`config.mk`:
```
export PLATFORM = sky130hd
export DESIGN_NAME = gb2d_mac
export DESIGN_NICKNAME = d
export VERILOG_FILES = /design/src/design/gb2d_pkg.sv /design/src/design/gb2d_mac.sv
export SDC_FILE = /design/constraint.sdc
export NUM_CORES = 2
export LEC_CHECK = 0
export BUFFER_PORTS_ARGS = -buffer_cell sky130_fd_sc_hd__buf_4
export CORE_UTILIZATION = 55
export CTS_BUF_LIST = sky130_fd_sc_hd__clkbuf_2 sky130_fd_sc_hd__clkbuf_4 sky130_fd_sc_hd__clkbuf_8
export DETAILED_ROUTE_END_ITERATION = 6
export GPL_TIMING_DRIVEN = 0
export PLACE_DENSITY = 0.74
export SYNTH_ARGS = -nofsm -noshare
export SYNTH_HDL_FRONTEND = slang
export SYNTH_SLANG_ARGS = --single-unit
```
`constraint.sdc`:
```
create_clock -name clk -period 4.9 [get_ports clk]
set_input_delay 0.245 -clock clk [delete_from_list [all_inputs] [get_ports clk]]
set_output_delay 0.245 -clock clk [all_outputs]
set_load 0.01 [all_outputs]
```
`src/design/gb2d_pkg.sv`:
```
// Package: shared types and constants for the Gaussian blur block.
`timescale 1ns / 1ps
package gb2d_pkg;

  // Control sequencer states.
  typedef enum logic [2:0] {
    S_IDLE,
    S_DECIDE,
    S_RUN,
    S_WAIT1,
    S_WAIT2,
    S_DONE
  } state_t;

  // Configuration register indexes.
  localparam logic [2:0] REG_RADIUS   = 3'd0;
  localparam logic [2:0] REG_WEIGHT_0 = 3'd1;
  localparam logic [2:0] REG_WEIGHT_1 = 3'd2;
  localparam logic [2:0] REG_WEIGHT_2 = 3'd3;
  localparam logic [2:0] REG_WIDTH    = 3'd4;
  localparam logic [2:0] REG_HEIGHT   = 3'd5;
  localparam logic [2:0] REG_COLOR    = 3'd6;

  localparam int PIX_W  = 24;  // packed pixel
  localparam int WT_W   = 32;  // Q0.32 2D tap weight
  localparam int PROD_W = 40;  // 8 x 32 product
  localparam int ACC_W  = 46;  // sum of up to 25 products
  localparam int POS_W  = 15;  // signed row / column position

  // Control from the sequencer to the multiply-accumulate unit.
  typedef struct packed {
    logic clear;  // zero the accumulators
    logic vld;    // read data and tap weight are valid this cycle
  } mac_ctrl_t;

endpackage

```
`src/design/gb2d_mac.sv`:
```
// Multiply-accumulate unit: three channel products, accumulation, rounding.
`timescale 1ns / 1ps
module gb2d_mac (
  input  logic                       clk,
  input  logic                       rst_n,
  input  gb2d_pkg::mac_ctrl_t        ctrl,
  input  logic [gb2d_pkg::PIX_W-1:0] pix,
  input  logic [gb2d_pkg::WT_W-1:0]  wt,
  output logic [2:0][7:0]            res
);
  import gb2d_pkg::*;

  localparam logic [ACC_W:0] RND = (ACC_W+1)'(64'h8000_0000);

  logic [2:0][PROD_W-1:0] prod_r;
  logic                   prod_v_r;
  logic [2:0][ACC_W-1:0]  acc_r;

  always_ff @(posedge clk) begin
    for (int c = 0; c < 3; c++) begin
      prod_r[c] <= PROD_W'(pix[8*c +: 8]) * PROD_W'(wt);
    end
  end

  always_ff @(posedge clk) begin
    if (!rst_n) begin
      prod_v_r <= 1'b0;
    end else begin
      prod_v_r <= ctrl.vld;
    end
  end

  always_ff @(posedge clk) begin
    for (int c = 0; c < 3; c++) begin
      if (ctrl.clear) begin
        acc_r[c] <= '0;
      end else if (prod_v_r) begin
        acc_r[c] <= acc_r[c] + ACC_W'(prod_r[c]);
      end
    end
  end

  // Round half up, then saturate.
  always_comb begin
    logic [ACC_W:0]    rsum;
    logic [ACC_W-32:0] v;
    for (int c = 0; c < 3; c++) begin
      rsum   = {1'b0, acc_r[c]} + RND;
      v      = rsum[ACC_W:32];
      res[c] = (v > (ACC_W-31)'(255)) ? 8'hFF : v[7:0];
    end
  end

endmodule

```
==> metrics <==
outcome=finished, final reports clean; Final Max Tran Viols=0; Non-Filler Instances=5,643; Req. time, crit path=~5.4 ns; CTS Buffer Depth=3; post-route ant nets=0; Most used DFF post-synth=dfxtp_1; routed len/inst=21.0 microns; pin count of the biggest net entering global routing=16; placed cells=approximately 5,500; starting density of the core=55.6%; Core Region=around 0.07 sq mm; Peak VDD IR=374 uV; PwrDens=595 mW/mm^2; worst reg2reg path startpoint=prod_v_r$_SDFF_PN0_; Hold Crit Class=input port to flop; top cells by count, synth=628 x and2_1, 543 x fa_1, 530 x inv_1; vias per cell=5.85; Seq/Total Area, Yosys=13.3%; Pleak=around 21 nW; final WL=roughly 120,000 microns; die area=0.0719 sq mm; Syn Nets=roughly 5,400; crit path max fanout=10; total global-route track usage=33.1%; Post-synth EDFFs=0; Final Hold Fails=0; critical path class=input port to flop; Max Clock Skew=between 0.015 and 0.02 ns; worst path arrival time=5.30 ns; reg2reg path depth=5; post-synthesis register bit count=259; # rows=97; final instance area=0.0429 sq mm; IO Port Bufs=82; Vias=33,000; post-synth top area share=27.9%; Ports=84; synth warn=0; Die W=around 270 microns; post-route minimum period=4.83 ns; Final setup viols=0; first-pass GRT wire length=around 180,000 microns; clock-pin slew on the worst setup and hold paths=0.06 ns; Worst Path Buf+Inv=6; placed cell areas=roughly 0.04 sq mm; Critical-path top delay cell=fa_1; Clock Latency Late Sink=~0.59 ns; GRT overflow=0; worst hold endpoint=prod_r[40]$_DFF_P_; Reg2Reg Setup Slack=1.18 ns; TritonCTS clock tree=done; worst setup margin=slightly below 0.07 ns; Initial DRT Pass Iterations=5; slew of the pin with the lowest slew margin=1.20 ns; CTS root buffer=clkbuf_8; vias in the first global route=32,200; CP max stage delay=0.50 ns; Critical Path Most Common Cell=fa_1; Hold WS=around 0.057 ns; ys async rst share=0%; Setup crit start kind=input port; RR Endpoint=acc_r[55]$_SDFFE_PP0P_; Die H=268 microns; clock sinks=259; fmax=207 MHz; headroom to the max-slew limit=19.9%; top-count cell post-synth=and2_1; Yosys cell types=94; Finished Core Util=61.2%; CP Capture Type=flop; CTS buffer count=between 40 and 50; Detail Placement HPWL=94,100 microns; initial antenna violation count=7; routability cong.=around 0.97; Synth area leader=fa_1; NumNets Final=5,567; area delta synth->final=10.1%; ranking of synthesized cells by area=fa_1 28%, dfxtp_1 13%, and2_1 10%; DRC viols=0; share of layout cells above drive strength 1=8.67%; Syn Std Cell Area=0.0389 sq mm; RSZ-0062 raised after global routing=true; initial drt markers=2,719; CP top delay family=adder cells; Mapped Cells=approximately 4,500; hold_sp=wt[0]; Mean Syn Cell Area=8.65 sq um; total of max-cap violations=0; crit-path cells=buf_4, buf_1, and2_1, fa_1, fa_1, fa_1, inv_1, fa_1, inv_1, ha_1, inv_1, or3_1, nor2_1, o21ai_2, a311oi_4, buf_6, a21oi_4, o31ai_4, nand4_1, nor3b_1; fin crit share=98.6%; Hold Path Stages=2; H-tree depth=2; pre-CTS setup slack=-1.87 ns
## state kept, by name, summed over array words and instances (netlist names)
| register | cells |
|---|---|
| prod_r | 120 |
| acc_r | 138 |
| prod_v_r | 1 |
## worst reg2reg max path: stages, from the launching register on
cell      delay (ns)
dfxtp_1         0.65
clkbuf_1        0.76
clkbuf_1        0.82
buf_1           0.96
mux2i_1         0.30
nor2_1          0.06
## per-stage QoR
| stage | total power (W) | TNS, ns |
|---|---|---|
| floorplan | 0.0167 | 0 |
| global placement | 0.0213 | -57.58 |
| detailed placement | 0.0216 | -58.16 |
| CTS | 0.0243 | -0.0166 |
| global route | 0.0276 | -0.108 |
| finish | 0.0255 | 0 |
## cells in the final DEF, fill, tap and decap left out, types with 40 or more instances in the layout
master	Yosys	routed
and3_1	45	45
clkbuf_2	0	42
nor2_1	219	219
xor2_1	76	76
ha_1	303	291
nor2b_1	40	40
a211oi_1	45	42
buf_4	1	108
nand2_1	333	333
and2_1	628	624
a21oi_1	216	210
nor3_1	50	50
xnor2_1	117	116
a21o_1	141	141
clkbuf_1	207	110
o21ai_0	139	129
inv_1	530	528
mux2i_1	64	63
nand3_1	76	76
clkbuf_8	0	55
dfxtp_1	259	259
fa_1	543	540
## cell type report
cell class	instances	area, sq um
repair buffers	117	962
flip-flops and latches	259	5180
inverters	530	1990
plain buffers	223	1180
clock buffers	62	810
diodes	6	15.0
well taps	940	1180
multi-input cells	3486	31300
clock inverters	20	228
fillers	6141	27100
## logic make-up (layout without fill, tap and decap cells)
group | Yosys count | after routing | synth area share, %
buffers and inverters | 757 | 952 | 7.33
adders and majority gates | 846 | 846 | 37.7
and+or+nand+nor | 1549 | 1549 | 21.3
other | 0 | 6 | 0
DFF | 259 | 259 | 13.3
muxes | 78 | 78 | 2.05
xor gates and xnor gates | 193 | 193 | 4.34
AOI/OAI and AO/OA | 820 | 820 | 14.1
## layer usage
layer | vias to the layer above | part of all wire (%) | GRT usage (%)
met5 | - | 0.034 | 0
met4 | 6 | 5.3 | 15.2
met3 | 299 | 10 | 7.45
met2 | 1570 | 42 | 48.8
met1 | 16000 | 42 | 46.1
li1 | 15100 | - | -
## power by group
group / internal [W] / switching, W / total (W) / leakage (nW)
Combinational: 0.00790 / 0.0118 / 0.0197 / 18.0
Clock: 0.00130 / 0.000973 / 0.00227 / 0.536
Sequential: 0.00301 / 0.000559 / 0.00357 / 2.15
Total: 0.0122 / 0.0133 / 0.0255 / 20.7
## repair_timing
action,CTS,global route
hold buffers,4,0
gates cloned,0,2
pin swaps,8,27
setup buffers,5,24
setup endpoints to repair,49,45
endpoints found under the hold margin,3,0
gates resized for setup,94,260
## worst max-delay path by stage
stage	startpoint	end	slack (ns)	depth (start not counted)
2_1_floorplan	pix[11]	prod_r[79]$_DFF_P_	0.004	18
3_3_place_gp	wt[5]	prod_r[119]$_DFF_P_	-1.94	20
3_5_place_dp	wt[5]	prod_r[119]$_DFF_P_	-1.87	20
4_1_cts	wt[10]	prod_r[119]$_DFF_P_	-0.02	19
5_1_grt	pix[18]	prod_r[119]$_DFF_P_	-0.04	19
6_report	wt[19]	prod_r[79]$_DFF_P_	0.07	20
No activity file was read; power rests on OpenSTA's default activity.
